$ cat src/design/lcps_pkg.sv
// Package of shared types and constants for the LED chaser sequencer.
`timescale 1ns / 1ps
`default_nettype none

package lcps_pkg;

  localparam int unsigned LedW     = 8;
  localparam int unsigned PatW     = 3;
  localparam int unsigned StepW    = 4;
  localparam int unsigned AccW     = 10;
  localparam int unsigned MsW      = 8;
  localparam int unsigned CfgIdxW  = 8;
  localparam int unsigned InDataW  = 8;
  localparam int unsigned OutDataW = 16;

  localparam logic [AccW-1:0] AccMax        = 10'd1023;
  localparam logic [AccW-1:0] FastPeriodRst = 10'd30;
  localparam logic [AccW-1:0] SlowPeriodRst = 10'd100;

  localparam logic [StepW-1:0] StepsLong  = 4'd8;
  localparam logic [StepW-1:0] StepsShort = 4'd4;

  localparam logic [LedW-1:0] LedLowBit   = 8'b00000001;
  localparam logic [LedW-1:0] LedHighBit  = 8'b10000000;
  localparam logic [LedW-1:0] LedUpCentre = 8'h10;
  localparam logic [LedW-1:0] LedLoCentre = 8'h08;
  localparam logic [LedW-1:0] LedUpHalf   = 8'hf0;
  localparam logic [LedW-1:0] LedLoHalf   = 8'h0f;

  // Register indexes of the configuration port.
  localparam logic [CfgIdxW-1:0] RegFastPeriod = 8'd0;
  localparam logic [CfgIdxW-1:0] RegSlowPeriod = 8'd1;

  typedef enum logic [PatW-1:0] {
    PatWalkLeft  = 3'd0,
    PatWalkRight = 3'd1,
    PatFillLeft  = 3'd2,
    PatFillRight = 3'd3,
    PatBloom     = 3'd4,
    PatClose     = 3'd5
  } pattern_e;

  typedef struct packed {
    logic [PatW-1:0]  pattern;
    logic [StepW-1:0] step;
    logic [AccW-1:0]  accum;
    logic [LedW-1:0]  led;
  } seq_state_t;

  typedef struct packed {
    logic [LedW-1:0] led_bits;
    logic [PatW-1:0] pattern_now;
  } result_t;

endpackage

`default_nettype wire

$ cat src/design/lcps_step.sv
// Next-state logic of the sequencer: one input word advances the pattern state.
`timescale 1ns / 1ps
`default_nettype none

module lcps_step (
  input  lcps_pkg::seq_state_t      state_i,
  input  logic [lcps_pkg::MsW-1:0]  ms_i,
  input  logic [lcps_pkg::AccW-1:0] fast_period_i,
  input  logic [lcps_pkg::AccW-1:0] slow_period_i,
  output lcps_pkg::seq_state_t      state_o
);
  import lcps_pkg::*;

  logic [AccW:0]      sum;
  logic [AccW-1:0]    acc_sat;
  logic [AccW-1:0]    period;
  logic [StepW-1:0]   steps;
  logic [2:0]         i;
  logic [LedW-1:0]    led_next;
  logic               finished;

  assign sum     = {1'b0, state_i.accum} + {{(AccW + 1 - MsW){1'b0}}, ms_i};
  assign acc_sat = sum[AccW] ? AccMax : sum[AccW-1:0];
  assign period  = (state_i.pattern == PatBloom) ? slow_period_i : fast_period_i;
  assign steps   = (state_i.pattern < PatW'(PatBloom)) ? StepsLong : StepsShort;
  assign i       = state_i.step[2:0];
  assign finished = (state_i.pattern > PatW'(PatClose)) || (state_i.step >= steps);

  always_comb begin
    case (state_i.pattern)
      PatWalkLeft:  led_next = LedLowBit << i;
      PatWalkRight: led_next = LedHighBit >> i;
      PatFillLeft:  led_next = state_i.led | (LedLowBit << i);
      PatFillRight: led_next = state_i.led | (LedHighBit >> i);
      PatBloom:     led_next = state_i.led | (LedUpCentre << i) | (LedLoCentre >> i);
      default:      led_next = ((LedUpHalf >> i) & LedUpHalf) | ((LedLoHalf << i) & LedLoHalf);
    endcase
  end

  always_comb begin
    state_o       = state_i;
    state_o.accum = acc_sat;
    if (acc_sat >= period) begin
      state_o.accum = '0;
      if (finished) begin
        state_o.step    = '0;
        state_o.led     = '0;
        state_o.pattern = (state_i.pattern >= PatW'(PatClose)) ? '0 : state_i.pattern + 1'b1;
      end else begin
        state_o.led  = led_next;
        state_o.step = state_i.step + 1'b1;
      end
    end
  end

endmodule

`default_nettype wire

$ cat src/design/led_chaser_pattern_sequencer.sv
// Top level of the LED chaser pattern sequencer with its stream and configuration ports.
`timescale 1ns / 1ps
`default_nettype none

// Each input word carries the milliseconds elapsed since the previous word and yields exactly
// one output word with the LED byte and the active pattern index after the update. The whole
// update is one pass of combinational logic from the state registers, so a word is taken in
// every cycle unless the skid register is full, and a two-entry output stage (output register
// plus skid register) lets input continue for one word while the output is stalled. The
// configuration port is always ready; writes to indexes other than 0 and 1 are dropped.
module led_chaser_pattern_sequencer (
  input  logic                            clk_i,
  input  logic                            rst_ni,
  input  logic                            s_axis_tvalid,
  output logic                            s_axis_tready,
  input  logic [lcps_pkg::InDataW-1:0]    s_axis_tdata,   // [7:0] ms_elapsed
  output logic                            m_axis_tvalid,
  input  logic                            m_axis_tready,
  output logic [lcps_pkg::OutDataW-1:0]   m_axis_tdata,   // [7:0] led_bits, [10:8] pattern_now
  input  logic                            cfg_valid_i,
  output logic                            cfg_ready_o,
  input  logic [lcps_pkg::CfgIdxW-1:0]    cfg_index_i,
  input  logic [lcps_pkg::AccW-1:0]       cfg_data_i
);
  import lcps_pkg::*;

  seq_state_t      state_q, state_d;
  logic [AccW-1:0] fast_q, slow_q;
  logic            out_vld_q, skid_vld_q;
  result_t         out_q, skid_q;
  result_t         res;
  logic            in_acc, out_acc;

  assign cfg_ready_o   = 1'b1;
  assign s_axis_tready = !skid_vld_q;
  assign in_acc        = s_axis_tvalid && s_axis_tready;
  assign out_acc       = m_axis_tvalid && m_axis_tready;

  lcps_step u_step (
    .state_i       (state_q),
    .ms_i          (s_axis_tdata[MsW-1:0]),
    .fast_period_i (fast_q),
    .slow_period_i (slow_q),
    .state_o       (state_d)
  );

  assign res.led_bits    = state_d.led;
  assign res.pattern_now = state_d.pattern;

  always_ff @(posedge clk_i or negedge rst_ni) begin
    if (!rst_ni) begin
      state_q <= '0;
      fast_q  <= FastPeriodRst;
      slow_q  <= SlowPeriodRst;
    end else begin
      if (in_acc) begin
        state_q <= state_d;
      end
      if (cfg_valid_i && cfg_ready_o) begin
        if (cfg_index_i == RegFastPeriod) begin
          fast_q <= cfg_data_i;
        end else if (cfg_index_i == RegSlowPeriod) begin
          slow_q <= cfg_data_i;
        end
      end
    end
  end

  // The skid register only fills when the output word is held and a new word arrives.
  always_ff @(posedge clk_i or negedge rst_ni) begin
    if (!rst_ni) begin
      out_vld_q  <= 1'b0;
      skid_vld_q <= 1'b0;
    end else begin
      if (!out_vld_q || out_acc) begin
        out_vld_q  <= skid_vld_q || in_acc;
        skid_vld_q <= 1'b0;
      end else if (in_acc) begin
        skid_vld_q <= 1'b1;
      end
    end
  end

  always_ff @(posedge clk_i) begin
    if (!out_vld_q || out_acc) begin
      out_q <= skid_vld_q ? skid_q : res;
    end
    if (out_vld_q && !out_acc && in_acc) begin
      skid_q <= res;
    end
  end

  assign m_axis_tvalid = out_vld_q;
  assign m_axis_tdata  = {{(OutDataW - LedW - PatW){1'b0}}, out_q.pattern_now, out_q.led_bits};

  a_skid_needs_out: assert property (@(posedge clk_i) disable iff (!rst_ni)
    skid_vld_q |-> out_vld_q)
    else $error("skid register holds a word while the output register is empty");

  a_pattern_range: assert property (@(posedge clk_i) disable iff (!rst_ni)
    state_q.pattern <= PatW'(PatClose))
    else $error("pattern index out of range");

  a_step_range: assert property (@(posedge clk_i) disable iff (!rst_ni)
    state_q.step <= StepsLong)
    else $error("step index out of range");

  a_accept_shows: assert property (@(posedge clk_i) disable iff (!rst_ni)
    (in_acc && !out_vld_q) |=> (m_axis_tvalid && m_axis_tdata[LedW-1:0] == state_q.led))
    else $error("accepted word did not reach the output");

endmodule

`default_nettype wire
$ cat config.mk
export PLATFORM = sky130hd
export DESIGN_NAME = led_chaser_pattern_sequencer
export DESIGN_NICKNAME = d
export VERILOG_FILES = /design/src/design/lcps_pkg.sv /design/src/design/lcps_step.sv /design/src/design/led_chaser_pattern_sequencer.sv
export SDC_FILE = /design/constraint.sdc
export NUM_CORES = 1
export LEC_CHECK = 0
export ABC_AREA = 1
export BUFFER_PORTS_ARGS = -buffer_cell sky130_fd_sc_hd__buf_2
export CORE_MARGIN = 2
export CORE_UTILIZATION = 60
export DETAILED_ROUTE_END_ITERATION = 16
export MAX_ROUTING_LAYER = met4
export PLACE_DENSITY = 0.9
export SETUP_SLACK_MARGIN = 0.02
export SLEW_MARGIN = 0
export SYNTH_ARGS = -nofsm -noshare
export SYNTH_HDL_FRONTEND = slang
export SYNTH_HIERARCHICAL = 1
export SYNTH_SLANG_ARGS = --single-unit
$ cat constraint.sdc
create_clock -name clk_i -period 4.2 [get_ports clk_i]
set_input_delay 0.21 -clock clk_i [delete_from_list [all_inputs] [get_ports clk_i]]
set_output_delay 0.21 -clock clk_i [all_outputs]
set_load 0.005 [all_outputs]
==> impl_results.md, run 1 <==
* Status: completed
* Htree depth at 3
* Max VDD drop at 0.000563 V
* CTS buffer count at 9
* Worst EP required at 4400 ps
* Clock root cell: clkbuf_8
* Dpl ws at 641 ps
* Die Span Y at 92.3 um
* Flop pwr share at 29.5%
* Post-synthesis cell type count at 35
* Initial Util at 61.1%
* Sw Ratio at 47.6%
* Setup CP Type: reg2reg
* Largest net degree at the start of global routing at 48
* CTS tree: yes
* NumNets Final at 724
* Global-route usage over all layers at 28.7%
* PnR worst setup slack at 534 ps
* Combinational cell fraction of total power at 55.0%
* Power Total at 3.64 mW
* Routability cong. at 0.968
* Commonest non-fill, non-tap cell in the layout: nand2_1
* Max-slew violation count at 0
* Wire length on met2 at 5.78 mm
* CTS Hold Bufs at 0
* Minimum clock period at 3670 ps
* Antenna violation net count after detailed routing at 0
* Netlist Area Pre-Place at 4680 sq um
* Critical Path End Type: flip-flop
* R2r setup slk at 530 ps
* Final period util at 87.3%
* Placed cell area at 4910 sq um
* Max Cap Viol at 0
* Die area at 8510 sq um
* WL final at 11.1 mm
* Synthesized area per cell at 7.52 sq um
* Vias at 4,172
* Io pins at 50
* Vias in the first global route at 4,145
* Crit. Startpoint: state_q[8]
* Highest net fanout along the worst path at 13
* Hold Path Class: in2async
* Routed wl met3 at 568 um
* Worst-Margin Slew at 1090 ps
* Unrepaired setup endpoints after global routing: no
* P_int at 1.91 mW
* Fin Setup TNS at 0 ps
* Pleak at 2.71 nW
* Final setup violation count at 0
* Detailed Place HPWL at 7.99 mm
* Post-CTS resize count at 0
* Area grow syn2layout at 9.50%
* Hold slack at 45.6 ps
* Register area share after synthesis at 39.5%
* Kind of start point of the critical path: flip-flop
* GRT overflow at 0
* Reg clk slew, reported paths at 90 ps
* Clock Skew at 11.0 ps
* Yosys top cell by area: dfrtp_1
* Commonest non-fill, non-tap cells in the layout: 217 x nand2_1, 65 x inv_1, 59 x nand3_1, 43 x buf_2, 41 x nor2_1
* Final std cell area, no fill at 5120 sq um
* Slew HR at 27.3%
* Power per cell area at 711 nW/um^2
* Deepest clock path buffer count at 2
* #FFs+latches synth at 69
* Warnings from Yosys at 6
* Layout cell share with drive strength beyond 1 at 13.8%
* Final hold violation count at 0
* Clock power share at 15.6%
* Reg-to-Reg End: m_axis_tdata[3]
* Clk sinks at 69
* First-pass GRT wire length at 18.6 mm
* Die width at 92.3 um
* Highest routing layer actually used: met4
* Drt wl/cell at 14.4 um
* Worst R2R Start: state_q[8]
* Setup Buffers After CTS at 0
* DR pass1 iterations at 5
* Arr. time, crit path at 3860 ps
* Clock latency on the worst-skew pair at 360 ps
* Remaining routing DRC violations at 0
* Met1 WL at 4.46 mm
* Cells after Synth at 622
* PortBufs at 43
* Synth top area share at 21.4%
* N_diodes at 0
* Initial antenna violation count at 0
* Top cells by area, synth: dfrtp_1 21%, nand2_1 17%, edfxtp_1 14%
* Std cell rows at 32
* F_max at 273 MHz
* Initial DRC Count at 265
* Switching power at 1.73 mW
* Core Footprint at 7650 sq um
* Crit path to: m_axis_tdata[3]
* Routed vias/inst at 5.44
* R2R depth at 17
-- flip-flops by register name, indices dropped and copies added, names as in the netlist --
signal and count:
m_axis_tvalid 1, slow_q 10, fast_q 10, skid_vld_q 1
state_q 25, skid_q 11, m_axis_tdata 11
-- per-stage QoR --
step           util [%]  std cells
3_3_place_gp       64.3        751
3_5_place_dp       64.3        751
2_1_floorplan         -        626
4_1_cts            67.0        767
5_1_grt            67.0        767
6_report           67.0        767
-- worst max-delay path: stages, from the launching register on --
cell and delay [ps]:
dfrtp_1 360, ha_1 200, inv_1 80, fa_1 420, o21ai_1 260, nand2_1 100
nand2_2 100, nand2_2 150, nand3_1 150, ha_1 250, a21o_1 180, nor2_1 100
nand3_1 310, inv_1 410, nand2_1 90, o21ai_1 120, inv_1 80, o21ai_0 160
-- worst min path at each step --
| stage | start | to | slack (ps) | cells past startpoint |
|---|---|---|---|---|
| after floorplan | rst_ni | fast_q[0] | -90 | 0 |
| after global placement | cfg_data_i[2] | slow_q[2] | 420 | 3 |
| after detailed placement | cfg_data_i[2] | slow_q[2] | 430 | 3 |
| after CTS | cfg_data_i[2] | slow_q[2] | 50 | 3 |
| after global routing | cfg_data_i[2] | slow_q[2] | 70 | 3 |
| final | rst_ni | state_q[19] | 50 | 1 |
-- final cells by class --
cell class | instances | area (sq um)
fill | 633 | 2530
timing repair buffer | 45 | 230
clock inverter | 7 | 81.3
clock buffer | 9 | 124
sequential | 69 | 1850
tap | 102 | 128
multi-input combinational | 464 | 2440
inverter | 71 | 267
-- layer usage --
layer	global-route usage, %	vias up
met2	51.3	153
met3	5.01	25
met4	10.9	0
li1	-	2066
met5	-	-
met1	32.0	1928
-- cells by family after synthesis --
family | after synthesis | synth area share, %
compound gates | 65 | 7.20
xor+xnor | 3 | 0.562
fa+ha+maj | 33 | 8.99
buf+inv | 93 | 8.56
flops | 69 | 39.5
mux | 9 | 1.93
other cells | 2 | 0.161
simple gates | 348 | 33.1
-- power by group through the flow --
stage	Clock, mW	Combinational (mW)	Sequential, mW
2_1_floorplan	0	1.50	1.05
3_5_place_dp	0	1.95	1.08
3_3_place_gp	0	1.87	1.08
4_1_cts	0.576	1.96	1.07
5_1_grt	0.601	2.29	1.09
6_report	0.567	2.00	1.07
-- cell usage after synthesis, drive strengths merged --
master,n
a21oi,16
dfrtp,40
ha,32
a31oi,1
a21o,1
mux2i,9
nand3,62
nor3,1
dfstp,7
xor2,3
nand2,225
fa,1
inv,71
clkbuf,2
o21bai,1
nand4,8
buf,20
conb,2
nor2,48
or2,2
o21ai,44
a21boi,2
and2,1
edfxtp,22
nand3b,1
Power figures use the tool's default switching activity.
==> inputs of run 2 (changes only) <==
--- a/config.mk
+++ b/config.mk
@@ -7,9 +7,8 @@
 export LEC_CHECK = 0
-export ABC_AREA = 1
 export BUFFER_PORTS_ARGS = -buffer_cell sky130_fd_sc_hd__buf_2
 export CORE_MARGIN = 2
-export CORE_UTILIZATION = 60
+export CORE_UTILIZATION = 59
 export DETAILED_ROUTE_END_ITERATION = 16
 export MAX_ROUTING_LAYER = met4
-export PLACE_DENSITY = 0.9
+export PLACE_DENSITY = 0.89
 export SETUP_SLACK_MARGIN = 0.02
==> constraint.sdc (replaced) <==
create_clock -name clk_i -period 4.2 [get_ports clk_i]
set_input_delay 0.42 -clock clk_i [delete_from_list [all_inputs] [get_ports clk_i]]
set_output_delay 0.42 -clock clk_i [all_outputs]
set_load 0.005 [all_outputs]
==> run 2 against run 1 <==
Area after synthesis shrank 6.2%. First-iteration DRC count rose by 3.0%. Critical path depth unchanged. Sequential cell count did not move. Design area is 4.9% lower. Largest cell class unchanged. Highest routed layer unchanged.
==> impl_results.md, run 2 <==
* Status: completed
* Register area share after synthesis at 42.1%
* Crit-path cells: ha_1, inv_1, fa_1, and2b_4, o21bai_2, a21o_2, a21o_1, nand2_1, ha_1, a211o_1, a21oi_2, o21ai_2, a21oi_4, buf_4, a211oi_2, a21o_1, mux2_2
* Remaining routing DRC violations at 0
* Synth Area in Simple Gates at 10.5%
* Yosys top cell by area: dfrtp_1
* #FFs+latches synth at 69
* Post-CTS resize count at 0
* Xor and xnor area share after synthesis at 1.20%
* Largest family of logic cells by synthesized area: multiplexers
* Cells after Synth at 389
* Antenna violation net count after detailed routing at 0
* Switching power at 1.33 mW
* Routability cong. at 0.929
* Clk sinks at 69
* N_diodes at 0
* Highest net fanout along the worst path at 11
* P_int at 2.04 mW
* NumNets Final at 498
* Synthesized area per cell at 11.3 sq um
* Die area at 8140 sq um
* DR pass1 iterations at 7
* Drt wl/cell at 16.4 um
* Vias in the first global route at 3,071
* Initial Util at 60.8%
* GRT overflow at 0
* Flop pwr share at 32.0%
* Setup Buffers After CTS at 0
* Netlist Area Pre-Place at 4390 sq um
* Critical Path End Type: flip-flop
* First-pass GRT wire length at 14.8 mm
* Mux cell area share after synthesis at 18.0%
* Setup CP Type: reg2reg
* Top cells by area, synth: dfrtp_1 23%, edfxtp_1 15%, mux2_2 12%
* Die width at 90.2 um
* CTS Hold Bufs at 0
* Layout cell share with drive strength beyond 1 at 34.2%
* WL final at 8.85 mm
* Die Span Y at 90.2 um
* Minimum clock period at 3870 ps
* Post-synthesis cell type count at 57
* Worst R2R Start: state_q[8]
* Synth top area share at 22.8%
* Worst path max stage delay at 370 ps
* Arr. time, crit path at 3970 ps
* Commonest non-fill, non-tap cell in the layout: mux2_2
* Std cell rows at 31
* CTS tree: yes
* Detailed Place HPWL at 6.36 mm
* F_max at 258 MHz
* Post-synth top cells: 47 x mux2_2, 40 x dfrtp_1, 34 x nand2_1, 32 x ha_1, 22 x edfxtp_1
* Max VDD drop at 0.000363 V
* Worst EP required at 4300 ps
* PortBufs at 43
* Final period util at 92.1%
* Async set-reset flop share out of synthesis at 68.1%
* Compound-Gate Fraction of Synth Area at 14.2%
* Post-synth EDFFs at 22
* Hold slack at 265 ps
* Max-slew violation count at 0
* Clock Skew at 10.9 ps
* Deepest clock path buffer count at 2
* Final Non-Filler Cells at 538
* Combinational cell fraction of total power at 50.6%
* Unrepaired setup endpoints after global routing: no
* Reg-to-Reg End: m_axis_tdata[7]
* Worst-Margin Slew at 1070 ps
* Pleak at 2.27 nW
* R2R depth at 17
* Fin Setup TNS at 0 ps
* Largest net degree at the start of global routing at 48
* Power per cell area at 692 nW/um^2
* Slew HR at 28.9%
* Routed vias/inst at 5.83
* Final hold violation count at 0
* Largest Register: state_q
* Vias at 3,136
* Initial antenna violation count at 0
* Hold Path Class: in2async
* Io pins at 50
* Clock power share at 17.5%
* Core Footprint at 7210 sq um
* Final setup violation count at 0
* Global-route usage over all layers at 23.3%
* Most frequent cell after synthesis: mux2_2
* Slowest CP cell: fa_1
* Placed Cells at 522
* Reg clk slew, reported paths at 70 ps
* Max Cap Viol at 0
* R2r setup slk at 330 ps
* Warnings from Yosys at 6
* Htree depth at 3
* Commonest non-fill, non-tap cells in the layout: 47 x mux2_2, 43 x buf_2, 40 x dfrtp_1, 34 x nand2_1, 32 x ha_1
* Kind of start point of the critical path: flip-flop
* Initial DRC Count at 273
* Area grow syn2layout at 11.1%
* CTS buffer count at 9
* Clock root cell: clkbuf_8
* Top_reg_cell synth: dfrtp_1
* Synth Area in Adders at 9.59%
* Clock latency on the worst-skew pair at 350 ps
* Sw Ratio at 39.6%
* Max reg flops at 25
==> run 2: stage by stage <==
stage	setup slack (ps)	cell area, sq um	total power [mW]	util, %
after floorplan	664	4400	2.40	-
after global placement	291	4660	2.67	64.5
after detailed placement	212	4660	2.76	64.5
after CTS	342	4870	3.36	67.5
after global routing	128	4870	3.62	67.5
final	331	4870	3.37	67.5
==> run 2: metal layers <==
layer / part of all wire, % / routed length (um) / vias to the layer above / track usage, %
li1: - / - / 1485 / -
met1: 44 / 3890 / 1511 / 30.5
met2: 49 / 4300 / 126 / 36.7
met3: 6.1 / 543 / 14 / 5.28
met4: 1.3 / 116 / 0 / 6.67
met5: 0 / 0 / - / -
==> run 2: kinds of logic (layout without fill, tap and decap cells) <==
logic type,Yosys count,count (layout)
simple gates,91,91
xor+xnor,6,6
mux,68,68
buf+inv,34,80
flops,69,69
other cells,2,6
fa+ha+maj,33,33
compound gates,86,86
==> run 2: worst max path at each step <==
| stage | slack (ps) | endpoint | from | cells after the start |
|---|---|---|---|---|
| floorplan | 660 | m_axis_tdata[9] | s_axis_tdata[0] | 16 |
| global placement | 290 | m_axis_tdata[7] | s_axis_tdata[0] | 18 |
| global route | 130 | m_axis_tdata[7] | state_q[8] | 17 |
| CTS | 340 | m_axis_tdata[7] | state_q[8] | 17 |
| finish | 330 | m_axis_tdata[7] | state_q[8] | 17 |
| detailed placement | 210 | m_axis_tdata[7] | s_axis_tdata[0] | 18 |
==> run 2: area by class of cell <==
cell class              count  area, sq um
clock buffers              10          128
clock inverters             6         87.6
fillers                   538         2340
inverters                  15         56.3
multi-input cells         290         2370
flip-flops and latches     69         1850
well taps                  99          124
repair buffers             49          260
==> run 2: power by group through the flow <==
stage	clock (mW)	combinational (mW)	sequential, mW
6_report	0.588	1.70	1.08
5_1_grt	0.631	1.88	1.11
4_1_cts	0.600	1.68	1.08
3_5_place_dp	0	1.67	1.09
3_3_place_gp	0	1.59	1.08
2_1_floorplan	0	1.35	1.05
==> run 2: critical path: cells and delay by family, from the launching register on <==
family,cells,cell delay [ps]
AO/OA/AOI/OAI,9,1560
multiplexers,1,260
adder cells (fa/ha/maj),3,780
buffers and inverters,2,280
AND/OR/NAND/NOR,2,380
flip-flops,1,350
